<file path="src/rtl/core/integer_to_roman_numeral_core_macros.svh">
// assertion macros shared by the roman numeral core modules
`ifndef INTEGER_TO_ROMAN_NUMERAL_CORE_MACROS_SVH
`define INTEGER_TO_ROMAN_NUMERAL_CORE_MACROS_SVH

// same-cycle implication, sampled on clk, off while arst_n is low
`define I2R_ASSERT_IMP(label, ante, cons) \
	label: assert property (@(posedge clk) disable iff (!arst_n) (ante) |-> (cons)) \
		else $error("check failed");

// next-cycle implication, sampled on clk, off while arst_n is low
`define I2R_ASSERT_NXT(label, ante, cons) \
	label: assert property (@(posedge clk) disable iff (!arst_n) (ante) |=> (cons)) \
		else $error("check failed");

`endif

</file>
<file path="src/rtl/core/i2r_pkg.sv">
// shared constants, types and symbol table of the roman numeral core
`default_nettype none

package i2r_pkg;

	localparam int VAL_W          = 12;
	localparam int DEF_VALUE_BITS = 12;
	localparam int MAX_CHARS      = 15;
	localparam int LEN_W          = 5;
	localparam int CFG_W          = 7;
	localparam int SYM_W          = 8;
	localparam int SYM_N          = 13;
	localparam int IDX_W          = 4;
	localparam int ADDR_W         = 3;
	localparam int DATA_W         = 32;
	localparam int QUEUE_DEPTH    = 2;

	localparam logic [CFG_W-1:0]    BUF_SIZE_RESET  = 7'd16;
	localparam logic [ADDR_W-3:0]   REG_BUFFER_SIZE = '0;

	typedef logic [IDX_W-1:0] sym_idx_t;

	function automatic logic [VAL_W-1:0] sym_val(input sym_idx_t idx);
		logic [VAL_W-1:0] v;
		case (idx)
			4'd0:    v = 12'd1000;
			4'd1:    v = 12'd900;
			4'd2:    v = 12'd500;
			4'd3:    v = 12'd400;
			4'd4:    v = 12'd100;
			4'd5:    v = 12'd90;
			4'd6:    v = 12'd50;
			4'd7:    v = 12'd40;
			4'd8:    v = 12'd10;
			4'd9:    v = 12'd9;
			4'd10:   v = 12'd5;
			4'd11:   v = 12'd4;
			default: v = 12'd1;
		endcase
		return v;
	endfunction

	function automatic logic [SYM_W-1:0] sym_hi(input sym_idx_t idx);
		logic [SYM_W-1:0] c;
		case (idx)
			4'd0:    c = "M";
			4'd1:    c = "C";
			4'd2:    c = "D";
			4'd3:    c = "C";
			4'd4:    c = "C";
			4'd5:    c = "X";
			4'd6:    c = "L";
			4'd7:    c = "X";
			4'd8:    c = "X";
			4'd9:    c = "I";
			4'd10:   c = "V";
			default: c = "I";
		endcase
		return c;
	endfunction

	// second letter of a subtractive pair, zero for a single letter
	function automatic logic [SYM_W-1:0] sym_lo(input sym_idx_t idx);
		logic [SYM_W-1:0] c;
		case (idx)
			4'd1:    c = "M";
			4'd3:    c = "D";
			4'd5:    c = "C";
			4'd7:    c = "L";
			4'd9:    c = "X";
			4'd11:   c = "V";
			default: c = '0;
		endcase
		return c;
	endfunction

	// largest table entry not above n
	function automatic sym_idx_t sym_sel(input logic [VAL_W-1:0] n);
		sym_idx_t sel;
		sel = IDX_W'(SYM_N - 1);
		for (int i = SYM_N - 1; i >= 0; i--) begin
			if (n >= sym_val(IDX_W'(i)))
				sel = IDX_W'(i);
		end
		return sel;
	endfunction

endpackage

`default_nettype wire

</file>
<file path="src/rtl/core/i2r_ifs.sv">
// value and numeral channel interfaces
`default_nettype none

interface i2r_value_if;
	import i2r_pkg::*;
	logic             valid;
	logic             ready;
	logic [VAL_W-1:0] value;

	modport source (output valid, output value, input ready);
	modport sink   (input valid, input value, output ready);
endinterface

interface i2r_numeral_if;
	import i2r_pkg::*;
	logic             valid;
	logic             ready;
	logic [SYM_W-1:0] symbol;
	logic             last;
	logic             ok;

	modport source (output valid, output symbol, output last, output ok, input ready);
	modport sink   (input valid, input symbol, input last, input ok, output ready);
endinterface

`default_nettype wire

</file>
<file path="src/rtl/core/integer_to_roman_numeral_core.sv">
// top level of the integer to roman numeral converter
//
//   channel      dir   payload                  handshake
//   value_ch     in    value[11:0]              valid/ready
//   numeral_ch   out   symbol[7:0], last, ok    valid/ready
//   apb          in    buffer_size at 0x0       psel/penable, pready tied high
//
// the front takes one numeral symbol per cycle; the back sends one character per cycle
// while the numeral channel is ready, after loading the item from the queue
// a numeral that passes has at most 15 characters
// a two-entry queue lets either end stall; a failure is one item
// arst_n clears all control state and sets buffer_size to 16, no clearing pass
`default_nettype none

module integer_to_roman_numeral_core #(
	parameter int VALUE_BITS = i2r_pkg::DEF_VALUE_BITS
) (
	input  wire logic                         clk,
	input  wire logic                         arst_n,
	input  wire logic                         psel,
	input  wire logic                         penable,
	input  wire logic                         pwrite,
	input  wire logic [i2r_pkg::ADDR_W-1:0]   paddr,
	input  wire logic [i2r_pkg::DATA_W-1:0]   pwdata,
	output logic      [i2r_pkg::DATA_W-1:0]   prdata,
	output logic                              pready,
	i2r_value_if.sink                         value_ch,
	i2r_numeral_if.source                     numeral_ch
);
	import i2r_pkg::*;

	logic [CFG_W-1:0]    buf_size_q;
	logic                reg_hit;
	logic                q_push;
	logic [VALUE_BITS:0] q_push_data;
	logic                q_full;
	logic                q_pop;
	logic [VALUE_BITS:0] q_pop_data;
	logic                q_empty;

	assign pready  = 1'b1;
	assign reg_hit = (paddr[ADDR_W-1:2] == REG_BUFFER_SIZE);
	assign prdata  = reg_hit ? DATA_W'(buf_size_q) : '0;

	always_ff @(posedge clk or negedge arst_n) begin
		if (!arst_n)
			buf_size_q <= BUF_SIZE_RESET;
		else if (psel && penable && pwrite && pready && reg_hit)
			buf_size_q <= pwdata[CFG_W-1:0];
	end

	i2r_front #(.VALUE_BITS(VALUE_BITS)) u_front (
		.clk         (clk),
		.arst_n      (arst_n),
		.value_ch    (value_ch),
		.buffer_size (buf_size_q),
		.push        (q_push),
		.push_data   (q_push_data),
		.full        (q_full)
	);

	i2r_queue #(.WIDTH(VALUE_BITS + 1)) u_queue (
		.clk       (clk),
		.arst_n    (arst_n),
		.push      (q_push),
		.push_data (q_push_data),
		.full      (q_full),
		.pop       (q_pop),
		.pop_data  (q_pop_data),
		.empty     (q_empty)
	);

	i2r_back #(.VALUE_BITS(VALUE_BITS)) u_back (
		.clk        (clk),
		.arst_n     (arst_n),
		.empty      (q_empty),
		.pop_data   (q_pop_data),
		.pop        (q_pop),
		.numeral_ch (numeral_ch)
	);

endmodule

`default_nettype wire

</file>
<file path="src/rtl/core/i2r_queue.sv">
// short register queue between the classifier and the emitter
`default_nettype none

module i2r_queue #(
	parameter int WIDTH = i2r_pkg::DEF_VALUE_BITS + 1
) (
	input  wire logic             clk,
	input  wire logic             arst_n,
	input  wire logic             push,
	input  wire logic [WIDTH-1:0] push_data,
	output logic                  full,
	input  wire logic             pop,
	output logic [WIDTH-1:0]      pop_data,
	output logic                  empty
);
	import i2r_pkg::*;

	localparam int PTR_W = (QUEUE_DEPTH > 1) ? $clog2(QUEUE_DEPTH) : 1;
	localparam int CNT_W = $clog2(QUEUE_DEPTH + 1);

	logic [WIDTH-1:0] mem_q [QUEUE_DEPTH];
	logic [PTR_W-1:0] wr_ptr_q;
	logic [PTR_W-1:0] rd_ptr_q;
	logic [CNT_W-1:0] count_q;

	assign full     = (count_q == CNT_W'(QUEUE_DEPTH));
	assign empty    = (count_q == '0);
	assign pop_data = mem_q[rd_ptr_q];

	always_ff @(posedge clk or negedge arst_n) begin
		if (!arst_n) begin
			wr_ptr_q <= '0;
			rd_ptr_q <= '0;
			count_q  <= '0;
		end else begin
			if (push)
				wr_ptr_q <= wr_ptr_q + PTR_W'(1);
			if (pop)
				rd_ptr_q <= rd_ptr_q + PTR_W'(1);
			if (push && !pop)
				count_q <= count_q + CNT_W'(1);
			else if (pop && !push)
				count_q <= count_q - CNT_W'(1);
		end
	end

	always_ff @(posedge clk) begin
		if (push)
			mem_q[wr_ptr_q] <= push_data;
	end

endmodule

`default_nettype wire

</file>
<file path="src/rtl/core/i2r_front.sv">
// front end: takes values, measures the numeral and decides pass or fail
`default_nettype none

`include "integer_to_roman_numeral_core_macros.svh"

module i2r_front #(
	parameter int VALUE_BITS = i2r_pkg::DEF_VALUE_BITS
) (
	input  wire logic                     clk,
	input  wire logic                     arst_n,
	i2r_value_if.sink                     value_ch,
	input  wire logic [i2r_pkg::CFG_W-1:0] buffer_size,
	output logic                          push,
	output logic [VALUE_BITS:0]           push_data,
	input  wire logic                     full
);
	import i2r_pkg::*;

	typedef enum logic [2:0] {
		FR_IDLE = 3'b001,
		FR_RUN  = 3'b010,
		FR_PUSH = 3'b100
	} front_state_t;

	front_state_t          st_q;
	logic [VALUE_BITS-1:0] v_q;
	logic [VALUE_BITS-1:0] n_q;
	logic [LEN_W-1:0]      len_q;
	logic                  ok_q;

	logic [VALUE_BITS-1:0] v_in;
	logic                  in_take;
	logic [VAL_W-1:0]      n_ext;
	sym_idx_t              idx;
	logic [LEN_W-1:0]      need;
	logic [LEN_W-1:0]      len_nx;
	logic [VAL_W-1:0]      rem;
	logic                  fits;
	logic                  done;
	logic                  buf_ok;

	assign v_in    = value_ch.value[VALUE_BITS-1:0];
	assign push    = (st_q == FR_PUSH) && !full;
	assign value_ch.ready = (st_q == FR_IDLE) || push;
	assign in_take = value_ch.valid && value_ch.ready;
	assign push_data = {ok_q, v_q};

	// one greedy symbol per cycle
	assign n_ext  = VAL_W'(n_q);
	assign idx    = sym_sel(n_ext);
	assign need   = (sym_lo(idx) != '0) ? LEN_W'(2) : LEN_W'(1);
	assign len_nx = len_q + need;
	assign rem    = n_ext - sym_val(idx);
	assign fits   = (len_nx <= LEN_W'(MAX_CHARS));
	assign done   = (rem == '0);
	// room for the numeral and its terminator
	assign buf_ok = ((CFG_W'(len_nx) + CFG_W'(1)) <= buffer_size);

	always_ff @(posedge clk or negedge arst_n) begin
		if (!arst_n) begin
			st_q <= FR_IDLE;
		end else begin
			case (st_q)
				FR_IDLE: begin
					if (in_take)
						st_q <= (v_in == '0) ? FR_PUSH : FR_RUN;
				end
				FR_RUN: begin
					if (!fits || done)
						st_q <= FR_PUSH;
				end
				FR_PUSH: begin
					if (in_take)
						st_q <= (v_in == '0) ? FR_PUSH : FR_RUN;
					else if (push)
						st_q <= FR_IDLE;
				end
				default: st_q <= FR_IDLE;
			endcase
		end
	end

	always_ff @(posedge clk) begin
		if (in_take) begin
			v_q   <= v_in;
			n_q   <= v_in;
			len_q <= '0;
			ok_q  <= 1'b0;
		end else if (st_q == FR_RUN) begin
			if (!fits) begin
				ok_q <= 1'b0;
			end else begin
				len_q <= len_nx;
				n_q   <= rem[VALUE_BITS-1:0];
				if (done)
					ok_q <= buf_ok;
			end
		end
	end

	`I2R_ASSERT_NXT(a_zero_fails, in_take && (v_in == '0), (st_q == FR_PUSH) && !ok_q)
	`I2R_ASSERT_IMP(a_run_nonzero, st_q == FR_RUN, n_q != '0)
	`I2R_ASSERT_IMP(a_len_bound, st_q == FR_RUN, len_q <= LEN_W'(MAX_CHARS))

endmodule

`default_nettype wire

</file>
<file path="src/rtl/core/i2r_back.sv">
// back end: spells out the numeral one character per cycle while the numeral channel is ready
`default_nettype none

`include "integer_to_roman_numeral_core_macros.svh"

module i2r_back #(
	parameter int VALUE_BITS = i2r_pkg::DEF_VALUE_BITS
) (
	input  wire logic                  clk,
	input  wire logic                  arst_n,
	input  wire logic                  empty,
	input  wire logic [VALUE_BITS:0]   pop_data,
	output logic                       pop,
	i2r_numeral_if.source              numeral_ch
);
	import i2r_pkg::*;

	typedef enum logic [1:0] {
		BK_IDLE = 2'b01,
		BK_EMIT = 2'b10
	} back_state_t;

	back_state_t           st_q;
	logic [VALUE_BITS-1:0] n_q;
	logic                  ok_q;
	logic                  second_q;
	logic                  ovalid_q;
	logic [SYM_W-1:0]      sym_q;
	logic                  last_q;
	logic                  okout_q;

	logic                  adv;
	logic                  emit;
	logic [VAL_W-1:0]      n_ext;
	sym_idx_t              idx;
	logic                  two;
	logic [VAL_W-1:0]      rem;
	logic [SYM_W-1:0]      emit_sym;
	logic                  emit_last;
	logic                  emit_done;
	logic                  step_n;
	logic                  second_nx;

	assign adv   = !ovalid_q || numeral_ch.ready;
	assign emit  = (st_q == BK_EMIT) && adv;
	assign pop   = (st_q == BK_IDLE) && !empty;

	assign n_ext = VAL_W'(n_q);
	assign idx   = sym_sel(n_ext);
	assign two   = (sym_lo(idx) != '0);
	assign rem   = n_ext - sym_val(idx);

	always_comb begin
		emit_sym  = '0;
		emit_last = 1'b1;
		emit_done = 1'b1;
		step_n    = 1'b0;
		second_nx = 1'b0;
		if (!ok_q) begin
			// failure item: no symbol
			emit_sym = '0;
		end else if (second_q) begin
			emit_sym  = sym_lo(idx);
			emit_last = (rem == '0);
			emit_done = (rem == '0);
			step_n    = 1'b1;
		end else if (two) begin
			emit_sym  = sym_hi(idx);
			emit_last = 1'b0;
			emit_done = 1'b0;
			second_nx = 1'b1;
		end else begin
			emit_sym  = sym_hi(idx);
			emit_last = (rem == '0);
			emit_done = (rem == '0);
			step_n    = 1'b1;
		end
	end

	always_ff @(posedge clk or negedge arst_n) begin
		if (!arst_n) begin
			st_q     <= BK_IDLE;
			ovalid_q <= 1'b0;
		end else begin
			if (adv)
				ovalid_q <= (st_q == BK_EMIT);
			case (st_q)
				BK_IDLE: begin
					if (pop)
						st_q <= BK_EMIT;
				end
				BK_EMIT: begin
					if (emit && emit_done)
						st_q <= BK_IDLE;
				end
				default: st_q <= BK_IDLE;
			endcase
		end
	end

	always_ff @(posedge clk) begin
		if (pop) begin
			n_q      <= pop_data[VALUE_BITS-1:0];
			ok_q     <= pop_data[VALUE_BITS];
			second_q <= 1'b0;
		end else if (emit) begin
			second_q <= second_nx;
			if (step_n)
				n_q <= rem[VALUE_BITS-1:0];
		end
		if (emit) begin
			sym_q   <= emit_sym;
			last_q  <= emit_last;
			okout_q <= ok_q;
		end
	end

	assign numeral_ch.valid  = ovalid_q;
	assign numeral_ch.symbol = sym_q;
	assign numeral_ch.last   = last_q;
	assign numeral_ch.ok     = okout_q;

	`I2R_ASSERT_IMP(a_fail_shape, ovalid_q && !okout_q, (sym_q == '0) && last_q)
	`I2R_ASSERT_IMP(a_second_pair, (st_q == BK_EMIT) && ok_q && second_q, two)
	`I2R_ASSERT_IMP(a_emit_nonzero, (st_q == BK_EMIT) && ok_q, n_q != '0)

endmodule

`default_nettype wire
</file>
<file path="src/flat_wrapper.sv">
// flat-port wrapper written by rule: the top's interface ports become plain ports
module integer_to_roman_numeral_core_flat import i2r_pkg::*;
#(
	parameter int VALUE_BITS = i2r_pkg::DEF_VALUE_BITS
)
  (clk, arst_n, psel, penable, pwrite, paddr, pwdata, prdata, pready, value_ch_valid, value_ch_value, value_ch_ready, numeral_ch_valid, numeral_ch_symbol, numeral_ch_last, numeral_ch_ok, numeral_ch_ready);
  i2r_value_if value_ch_i ();
  i2r_numeral_if numeral_ch_i ();
  input  wire logic clk;
  input  wire logic arst_n;
  input  wire logic psel;
  input  wire logic penable;
  input  wire logic pwrite;
  input  wire logic [i2r_pkg::ADDR_W-1:0] paddr;
  input  wire logic [i2r_pkg::DATA_W-1:0] pwdata;
  output logic      [i2r_pkg::DATA_W-1:0] prdata;
  output logic pready;
  input wire logic [$bits(value_ch_i.valid)-1:0] value_ch_valid;
  input wire logic [$bits(value_ch_i.value)-1:0] value_ch_value;
  output wire logic [$bits(value_ch_i.ready)-1:0] value_ch_ready;
  output wire logic [$bits(numeral_ch_i.valid)-1:0] numeral_ch_valid;
  output wire logic [$bits(numeral_ch_i.symbol)-1:0] numeral_ch_symbol;
  output wire logic [$bits(numeral_ch_i.last)-1:0] numeral_ch_last;
  output wire logic [$bits(numeral_ch_i.ok)-1:0] numeral_ch_ok;
  input wire logic [$bits(numeral_ch_i.ready)-1:0] numeral_ch_ready;
  assign value_ch_i.valid = value_ch_valid;
  assign value_ch_i.value = value_ch_value;
  assign value_ch_ready = value_ch_i.ready;
  assign numeral_ch_valid = numeral_ch_i.valid;
  assign numeral_ch_symbol = numeral_ch_i.symbol;
  assign numeral_ch_last = numeral_ch_i.last;
  assign numeral_ch_ok = numeral_ch_i.ok;
  assign numeral_ch_i.ready = numeral_ch_ready;
  integer_to_roman_numeral_core #(.VALUE_BITS(VALUE_BITS)) u_core (.clk(clk), .arst_n(arst_n), .psel(psel), .penable(penable), .pwrite(pwrite), .paddr(paddr), .pwdata(pwdata), .prdata(prdata), .pready(pready), .value_ch(value_ch_i), .numeral_ch(numeral_ch_i));
endmodule
</file>
<file path="config.mk">
export PLATFORM = sky130hd
export DESIGN_NAME = integer_to_roman_numeral_core_flat
export DESIGN_NICKNAME = d
export VERILOG_FILES = /design/src/rtl/core/i2r_pkg.sv /design/src/rtl/core/i2r_ifs.sv /design/src/rtl/core/integer_to_roman_numeral_core.sv /design/src/rtl/core/i2r_queue.sv /design/src/rtl/core/i2r_front.sv /design/src/rtl/core/i2r_back.sv /design/src/flat_wrapper.sv
export VERILOG_INCLUDE_DIRS = /design/src /design/src/rtl/core
export SDC_FILE = /design/constraint.sdc
export NUM_CORES = 1
export LEC_CHECK = 0
export ABC_AREA = 1
export BUFFER_PORTS_ARGS = -buffer_cell sky130_fd_sc_hd__buf_2
export CELL_PAD_IN_SITES_DETAIL_PLACEMENT = 1
export CELL_PAD_IN_SITES_GLOBAL_PLACEMENT = 2
export CORE_MARGIN = 2
export CORE_UTILIZATION = 37
export DETAILED_ROUTE_END_ITERATION = 8
export PLACE_DENSITY = 0.95
export SETUP_SLACK_MARGIN = 0.1
export SYNTH_ARGS = -nofsm -noshare
export SYNTH_HDL_FRONTEND = slang
export SYNTH_HIERARCHICAL = 1
export SYNTH_SLANG_ARGS = --single-unit
</file>
<file path="constraint.sdc">
create_clock -name clk -period 11.8 [get_ports clk]
set_input_delay 3.54 -clock clk [delete_from_list [all_inputs] [get_ports clk]]
set_output_delay 3.54 -clock clk [all_outputs]
set_load 0.01 [all_outputs]
</file>
=== After elaboration in Yosys (flattened, before gate mapping) ===
Memory sizes are Yosys's and may differ from the RTL's.
Cells that the tools add are included.
Widths: inputs -> output; s select.

* Add/subtract/negate cells: 8
* Order comparisons: 26
* Equality and inequality tests: 24
* Multiplexer cells: 60
* Bitwise gates (word level): 1
* Reductions and logical operators: 36

{| class="wikitable"
|+ Operator list
! kind !! count
|-
| $pmux 7 s6 || 2
|-
| $mux 4 || 20
|-
| $mux 12 || 6
|-
| $ge 12x10->1 const B || 4
|-
| $ge 12x3->1 const B || 4
|-
| $ge 12x4->1 const B || 4
|-
| $ge 12x6->1 const B || 4
|-
| $ge 12x7->1 const B || 4
|-
| $ge 12x9->1 const B || 4
|-
| $logic_not 12->1 || 3
|-
| $mux 3 || 9
|-
| $sub 12x12->12 || 2
|-
| $eq 4x3->1 const B || 4
|-
| $eq 4x4->1 const B || 4
|-
| $mux 8 || 2
|-
| $reduce_bool 8->1 || 2
|-
| $mux 1 || 13
|-
| $logic_and 1x1->1 || 10
|-
| $mux 2 || 5
|-
| $reduce_and 2->1 || 5
|-
| $reduce_bool 2->1 || 5
|-
| $pmux 3 s3 || 1
|-
| $eq 4x1->1 const B || 2
|-
| $eq 4x2->1 const B || 2
|-
| 22 further kinds || 34
|}

* Register bits: 71
* Memory bits (writable): 26
* ROM bits: 480
* Output and inout port bits: 45
* Memories kept: 5

{| class="wikitable"
|+ Memory list
! name !! words !! bits a word !! read ports !! clocked after Yosys merged registers in !! wr ports !! line !! source
|-
| (no name shown) || 16 || 10 || 1 || 0 || 0 || i2r_pkg.sv:25 || <nowiki>case (idx)</nowiki>
|-
| (no name shown) || 16 || 10 || 1 || 0 || 0 || i2r_pkg.sv:25 ||
|-
| (no name shown) || 16 || 5 || 1 || 0 || 0 || i2r_pkg.sv:45 || <nowiki>case (idx)</nowiki>
|-
| (no name shown) || 16 || 5 || 1 || 0 || 0 || i2r_pkg.sv:45 ||
|-
| u_core.u_queue.mem_q || 2 || 13 || 1 || 0 || 1 || i2r_queue.sv:21 || <nowiki>logic [WIDTH-1:0] mem_q [QUEUE_DEPTH];</nowiki>
|}

=== Longest topological paths before layout ===
Gate-level depths: netlist (run 1).

* Depth after elaboration: 23
* Depth in mapped cells: 34
* Depth with buffers taken out: 34

=== By module ===
Netlist (run 1), hierarchy kept.

{| class="wikitable"
|+ Modules (own cells, without submodules)
! module !! instances !! cells an instance !! area an instance (µm²) !! seq. area each (µm²)
|-
| i2r_front || 1 || 410 || 2846.5 || 917.1
|-
| i2r_back || 1 || 321 || 2282.2 || 726.9
|-
| i2r_queue || 1 || 65 || 1144.8 || 880.8
|-
| integer_to_roman_numeral_core || 1 || 76 || 573.0 || 176.4
|}

=== Worst setup path before layout (run 1) ===
Ideal clock, no wire load.

* Path type: input to output
* From: input paddr[2] in the netlist's numbering
* To: output prdata[0] in the netlist's numbering
* Data arrival time: 3.841 ns
* Required time: 8.260 ns
* Setup slack: 4.419 ns
* Stages: 2
* Path buffers: 1
* Cells stage by stage: buf_6 nor2_1

* Cells in the longest elaborated chain, start to end: 1

{| class="wikitable"
|+ RTL lines
! element !! line !! source
|-
| start, declared || flat_wrapper.sv:14 || <nowiki>input wire logic [i2r_pkg::ADDR_W-1:0] paddr;</nowiki>
|-
| $mux 7 || integer_to_roman_numeral_core.sv:43 || <nowiki>assign prdata = reg_hit ? DATA_W'(buf_size_q) : '0;</nowiki>
|-
| end, declared || flat_wrapper.sv:16 || <nowiki>output logic [i2r_pkg::DATA_W-1:0] prdata;</nowiki>
|}

Every way passes these cells.

=== Worst setup path after layout (run 1) ===
Same ends and word-level chain as after synthesis.

==> results of run 1 <==
-- worst min-delay path by stage --
stage,startpoint,end,slack (ns),cells past startpoint
2_1_floorplan,u_core/u_front/v_q[0],u_core/u_queue/mem_q[0][0],0.42,0
3_3_place_gp,u_core/u_front/v_q[5],u_core/u_queue/mem_q[0][5],0.43,0
3_5_place_dp,u_core/u_front/v_q[8],u_core/u_queue/mem_q[1][8],0.43,0
4_1_cts,u_core/u_front/v_q[8],u_core/u_queue/mem_q[0][8],0.45,0
5_1_grt,u_core/u_front/v_q[8],u_core/u_queue/mem_q[0][8],0.46,0
6_report,u_core/u_front/v_q[8],u_core/u_queue/mem_q[0][8],0.45,0
-- layout by cell type (no fill, tap or decap), types with 5 or more instances in the layout --
cell	count
sky130_fd_sc_hd__nand3_1	49
sky130_fd_sc_hd__edfxtp_1	71
sky130_fd_sc_hd__inv_2	7
sky130_fd_sc_hd__dfrtp_1	14
sky130_fd_sc_hd__clkbuf_16	10
sky130_fd_sc_hd__o21ai_1	5
sky130_fd_sc_hd__a21oi_1	33
sky130_fd_sc_hd__ha_1	40
sky130_fd_sc_hd__xnor2_1	6
sky130_fd_sc_hd__xor2_1	8
sky130_fd_sc_hd__nand2_1	229
sky130_fd_sc_hd__nand4_1	18
sky130_fd_sc_hd__conb_1	28
sky130_fd_sc_hd__nor2_1	63
sky130_fd_sc_hd__nor2_2	10
sky130_fd_sc_hd__nand2_2	9
sky130_fd_sc_hd__o211ai_1	5
sky130_fd_sc_hd__nor3_1	6
sky130_fd_sc_hd__a31oi_1	9
sky130_fd_sc_hd__buf_2	43
sky130_fd_sc_hd__o21ai_0	43
sky130_fd_sc_hd__a21oi_2	5
sky130_fd_sc_hd__dfxtp_1	7
sky130_fd_sc_hd__mux2_2	13
sky130_fd_sc_hd__nor2_4	7
sky130_fd_sc_hd__inv_1	143
-- layout make-up --
cell class,count,area [µm²],area share
Timing Repair Buffer,46,238,0.0316
Inverter,150,563,0.0749
Clock buffer,10,250,0.0333
Tap cell,229,287,0.0381
Sequential cell,95,2700,0.359
Multi-Input combinational cell,615,3410,0.453
Clock inverter,6,71.3,0.00948
-- layer usage --
| layer | global-route usage | share of wire | vias up |
|---|---|---|---|
| met5 | 0 | 0 | - |
| met4 | 0.0516 | 0.013 | 0 |
| met3 | 0.0168 | 0.029 | 21 |
| met2 | 0.330 | 0.52 | 80 |
| met1 | 0.216 | 0.44 | 2643 |
| li1 | - | - | 2873 |
-- power by group --
group	leakage [µW]	switching, µW	internal, µW
Combinational	0.00249	1050	549
Clock	0.000157	129	180
Sequential	0.000923	118	538
-- per-stage QoR --
stage	util	hold slack [ns]	total power [µW]	cell area [µm²]
floorplan	-	0.421	1830	6940
global route	0.416	0.465	2830	7520
detailed placement	0.398	0.435	2250	7200
finish	0.416	0.451	2560	7520
global placement	0.398	0.426	2180	7200
CTS	0.416	0.454	2580	7520
-- sequential cells by signal (all words and copies together) (netlist names) --
signal	count
u_core/u_queue/mem_q	26
u_core/u_front/st_q	3
u_core/u_back/numeral_ch.symbol	6
u_core/u_back/n_ext	12
u_core/u_back/second_q	1
u_core/u_queue/count_q	2
u_core/u_back/numeral_ch.last	1
u_core/u_queue/wr_ptr_q	1
u_core/u_queue/rd_ptr_q	1
u_core/u_front/v_q	12
u_core/u_back/numeral_ch.valid	1
u_core/buf_size_q	7
u_core/u_front/ok_q	1
u_core/u_back/numeral_ch.ok	1
u_core/u_back/st_q	2
u_core/u_back/ok_q	1
u_core/u_front/len_q	5
u_core/u_front/n_ext	12
-- logic make-up (layout without fill, tap and decap cells) --
group | Yosys count | in the layout
AND/OR/NAND/NOR | 404 | 404
flip-flops | 95 | 95
XOR/XNOR | 15 | 15
multiplexers | 13 | 13
buffers and inverters | 187 | 212
adder cells (fa/ha/maj) | 43 | 43
AO/OA/AOI/OAI | 112 | 112
other | 3 | 28
==> impl_metrics.yaml, run 1 <==
place:
  placedCellCount: 1135
  dpl.hpwl_mm: 13.4
  rd_place_congestion: 0.831
  port-buffer-count: 43
  pre_cts_ws_ns: 4.28
floorplan:
  row_count: 49
  die_width_um: 140
  fp.dieArea_um2: 19600
  start_util: 0.379
  design.portCount: 99
  fp.coreArea_um2: 18100
  fp.dieH_um: 140
synth:
  synth_adder_area_share: 0.0819
  post_synth_most_frequent_cells: "229 x sky130_fd_sc_hd__nand2_1, 143 x sky130_fd_sc_hd__inv_1, 71 x sky130_fd_sc_hd__edfxtp_1"
  synthesis.yosys.warnings: 6
  syn_area_um2: 6850
  synth_edf_count: 71
  synth_ff_type: "sky130_fd_sc_hd__edfxtp_1"
  synth.area.mux_share: 0.0214
  synth_top_cell_by_area: "sky130_fd_sc_hd__edfxtp_1"
  fraction_of_registers_with_async_set_reset: 0.179
  yosysMostFrequentCell: "sky130_fd_sc_hd__nand2_1"
  synth_cells: 872
  synth_xor_xnor_area_share: 0.0203
  synth_top_family_by_area: "simple AND/OR/NAND/NOR gates"
  ys_seq_area_frac: 0.395
  seq_cells_post_synth: 95
  synth_simple_gate_area_frac: 0.263
  synth_top_cell_area_share: 0.311
  synthesis.area_per_instance_um2: 7.85
  synth-compound-area-share: 0.0958
  post_synth_num_cell_types: 47
  post_synth_main_area_contributors: "sky130_fd_sc_hd__edfxtp_1 31%, sky130_fd_sc_hd__nand2_1 13%, sky130_fd_sc_hd__inv_1 7.8%"
global_routing:
  antenna_found_initial: 0
  global_route.overflow_total: 0
  grt_max_degree: 27
  global_route.usage.total: 0.177
  first_global_vias: 5875
  grt_first_pass_wirelength_mm: 28.0
timing:
  worst_slew_pin_slew_ns: 1.08
  relSlewSlack: 0.278
  count_of_final_max_slew_check_failures: 0
  fin_setup_tns_ns: 0
  clock-skew-final_ns: 0.0111
  total_setup_violations_reported_at_the_end_of_the_flow: 0
  unrepaired_setup_endpoints_after_global_routing: "no"
  finalHoldViolCount: 0
  layout_worst_path_cycle_share: 0.637
  fmax_mhz: 133
  final_critical_path_setup_slack_ns: 4.28
  finalCriticalPeriod_ns: 7.52
worst_setup_path:
  critical_path_fanout_max: 8
  r2r_start: "u_core/u_front/n_ext[7]"
  end_kind: "output port"
  crit_start: "paddr[2]"
  rr_endpoint: "u_core/u_front/ok_q"
  cp_cell_sequence: "buf_2 > nor2_1 > buf_2"
  worst_path_largest_cell_delay_ns: 0.22
  reg_to_reg_slack_setup_ns: 6.69
  cp.arrival_ns: 3.98
  crit_cells: 3
  number_of_buffers_and_inverters_on_the_critical_path: 2
  timing.setup.critical_path_class: "in2out"
  critical_path.endpoint: "prdata[0]"
  critical_path.slowest_cell: "sky130_fd_sc_hd__buf_2"
  startpoint_type: "input port"
  critPathTopFamily: "buffers and inverters"
  worstPathRequired_ns: 8.26
  ff2ff_path_depth: 29
  cpMostUsedCell: "sky130_fd_sc_hd__buf_2"
flow_run:
  timing.max_cap.violations: 0
clocking:
  post_cts_resize_count: 0
  clock_path_buffers: 2
  worst_setup_hold_path_clk_slew_ns: 0.07
  cts_hold_repair.buffers: 0
  clock_tree.htree_level_count: 3
  clock_tree_from_tritoncts: "done"
  clk_latency_ns: 0.35
  post_cts_buffers: 0
  clock_tree.root_cell: "sky130_fd_sc_hd__clkbuf_16"
  cts_buffer_count: 9
  cts.sink_count: 95
finish:
  net_total_in_the_final_layout: 1014
  antenna-diode-count: 0
  fin_cells: 1151
  post_route_cells_drive_above_1_share: 0.141
  filler_cell_count: 2227
  layout_overhead_on_the_synthesized_area_pct: 9.83
detailed_routing:
  routedWlPerCell_um: 14.6
  drt-pass1-iter-count: 7
  drt_iter0_drc: 334
  wl_mm: 16.8
  antenna_left: 0
  post-route-drc-count: 0
  via_total_after_detailed_routing: 5617
  vias_per_cell: 4.88
outcome:
  outcome: "finished clean"
hold_path:
  hold_removal_path_class: "reg2reg"
pwr:
  power.ir.vdd_worst_uv: 137
  power_density_nw_per_um2: 340
  power_leakage_uw: 0.00357
(Power assumes the default switching activity.)
==> inputs of run 2 (changes only) <==
--- a/config.mk
+++ b/config.mk
@@ -11,9 +11,9 @@
 export CELL_PAD_IN_SITES_DETAIL_PLACEMENT = 1
 export CELL_PAD_IN_SITES_GLOBAL_PLACEMENT = 2
 export CORE_MARGIN = 2
-export CORE_UTILIZATION = 37
+export CORE_UTILIZATION = 34
 export DETAILED_ROUTE_END_ITERATION = 8
-export PLACE_DENSITY = 0.95
+export PLACE_DENSITY = 0.9
 export SETUP_SLACK_MARGIN = 0.1
 export SYNTH_ARGS = -nofsm -noshare
 export SYNTH_HDL_FRONTEND = slang
==> constraint.sdc (replaced) <==
create_clock -name clk -period 7.8 [get_ports clk]
set_input_delay 2.34 -clock clk [delete_from_list [all_inputs] [get_ports clk]]
set_output_delay 2.34 -clock clk [all_outputs]
set_load 0.01 [all_outputs]
==> impl_metrics.yaml, run 2 (same netlist as run 1, synthesis figures left out) <==
outcome:
  outcome: "finished clean"
finish:
  commonest_non_fill_non_tap_cells_in_the_layout: "229 x sky130_fd_sc_hd__nand2_1, 143 x sky130_fd_sc_hd__inv_1, 71 x sky130_fd_sc_hd__edfxtp_1"
  layout_overhead_on_the_synthesized_area_pct: 10.7
  number_of_flip_flops_under_the_largest_register_name: 26
  post_route_cells_drive_above_1_share: 0.141
  fin_cells: 1187
  layout.cells.most_common: "sky130_fd_sc_hd__nand2_1"
  net_total_in_the_final_layout: 1014
  largest_register: "u_core/u_queue/mem_q"
  antenna-diode-count: 0
  filler_cell_count: 2419
timing:
  layout_worst_path_cycle_share: 0.654
  total_setup_violations_reported_at_the_end_of_the_flow: 0
  count_of_final_max_slew_check_failures: 0
  unrepaired_setup_endpoints_after_global_routing: "no"
  relSlewSlack: 0.273
  fmax_mhz: 196
  finalHoldViolCount: 0
  clock-skew-final_ns: 0.00739
  worst_slew_pin_slew_ns: 1.09
  final_critical_path_setup_slack_ns: 2.70
  finalCriticalPeriod_ns: 5.10
  fin_setup_tns_ns: 0
pwr:
  power_density_nw_per_um2: 509
  relative_contribution_of_combinational_cells_to_total_power: 0.620
  netSwitchingFraction: 0.502
  clock_power_share: 0.123
  power_leakage_uw: 0.00357
  power_report.internal_total_uw: 1920
  power.ir.vdd_worst_uv: 212
  seq_power_share: 0.257
  power.net_switching_uw: 1940
global_routing:
  global_route.usage.total: 0.157
  grt_first_pass_wirelength_mm: 27.5
  global_route.overflow_total: 0
  first_global_vias: 5619
  antenna_found_initial: 0
  grt_max_degree: 25
place:
  pre_cts_ws_ns: 2.69
  placedCellCount: 1171
  rd_place_congestion: 0.816
  port-buffer-count: 43
  dpl.hpwl_mm: 13.4
worst_setup_path:
  timing.setup.critical_path_class: "in2out"
  cp.arrival_ns: 2.76
  worstPathRequired_ns: 5.46
  end_kind: "output port"
  worst_path_largest_cell_delay_ns: 0.21
  critical_path_fanout_max: 8
  critical_path.slowest_cell: "sky130_fd_sc_hd__buf_2"
  startpoint_type: "input port"
  cpMostUsedCell: "sky130_fd_sc_hd__buf_2"
  cp_cell_sequence: "buf_2 > nor2_1 > buf_2"
clocking:
  cts.sink_count: 95
  post_cts_resize_count: 0
  clk_latency_ns: 0.34
  cts_buffer_count: 9
  post_cts_buffers: 0
  clock_tree.root_cell: "sky130_fd_sc_hd__clkbuf_16"
  cts_hold_repair.buffers: 0
  clock_tree.htree_level_count: 3
  clock_tree_from_tritoncts: "done"
  worst_setup_hold_path_clk_slew_ns: 0.07
  clock_path_buffers: 2
detailed_routing:
  via_total_after_detailed_routing: 5544
  antenna_left: 0
  vias_per_cell: 4.67
  drt_iter0_drc: 248
  drt-pass1-iter-count: 4
  post-route-drc-count: 0
  routedWlPerCell_um: 13.8
  wl_mm: 16.4
hold_path:
  hold_removal_path_class: "reg2reg"
floorplan:
  fp.dieArea_um2: 21300
  die_width_um: 146
  design.portCount: 99
  fp.coreArea_um2: 19600
  fp.dieH_um: 146
  row_count: 51
  start_util: 0.349
flow_run:
  timing.max_cap.violations: 0
[run 2: cell types whose count changed in the layout (fill, tap and decap cells not counted), sizes merged]
cell	delta
clkinv	+2
clkinvlp	-1
inv	-1
[run 2: critical path, delay by kind of cell]
| kind | cells | cell delay [ns] |
|---|---|---|
| buffers and inverters | 2 | 0.35 |
| and+or+nand+nor | 1 | 0.07 |
[run 2: final cells by class]
| cell class | instances | area [µm²] | share of cell area |
|---|---|---|---|
| clock inverter | 6 | 83.8 | 0.0111 |
| sequential | 95 | 2700 | 0.357 |
| clock buffer | 10 | 250 | 0.0330 |
| tap | 265 | 332 | 0.0438 |
| inverter | 150 | 563 | 0.0743 |
| multi-input combinational | 615 | 3410 | 0.450 |
| timing repair buffer | 46 | 238 | 0.0314 |
[run 2: path summary, 6_finish.rpt]
kind / depth (start not counted) / slack [ns] / start / end
min reg2reg: 0 / 0.45 / u_core/u_front/v_q[1] / u_core/u_queue/mem_q[1][1]
max reg2reg: 25 / 2.77 / u_core/u_front/n_ext[5] / u_core/u_front/ok_q
min in group asynchronous: 1 / 1.91 / arst_n / u_core/u_queue/wr_ptr_q
max: 3 / 2.70 / paddr[2] / prdata[6]
max in group asynchronous: 1 / 5.57 / arst_n / u_core/u_front/st_q[0]
min: 0 / 0.45 / u_core/u_front/v_q[1] / u_core/u_queue/mem_q[1][1]
[run 2: per-stage QoR]
step	utilization	power [µW]	hold WS [ns]	cell area, µm²
after floorplan	-	2770	0.421	6940
after global placement	0.370	3320	0.425	7240
after detailed placement	0.370	3400	0.436	7240
after CTS	0.387	3900	0.453	7580
after global routing	0.387	4300	0.463	7580
final	0.387	3850	0.454	7580
[run 2: power groups by stage]
stage	Clock, µW	Combinational [µW]	Sequential [µW]
floorplan	0	1840	932
global placement	0	2330	996
detailed placement	0	2400	1000
CTS	488	2420	992
global route	504	2780	1020
finish	474	2390	990
[run 2: routing by layer]
metal  up-vias  track usage  wire length, µm
met1      2614        0.202             7630
met5         -            0                0
met3        12       0.0154              250
met2        49        0.283             8320
li1       2869            -                -
met4         0       0.0368              167
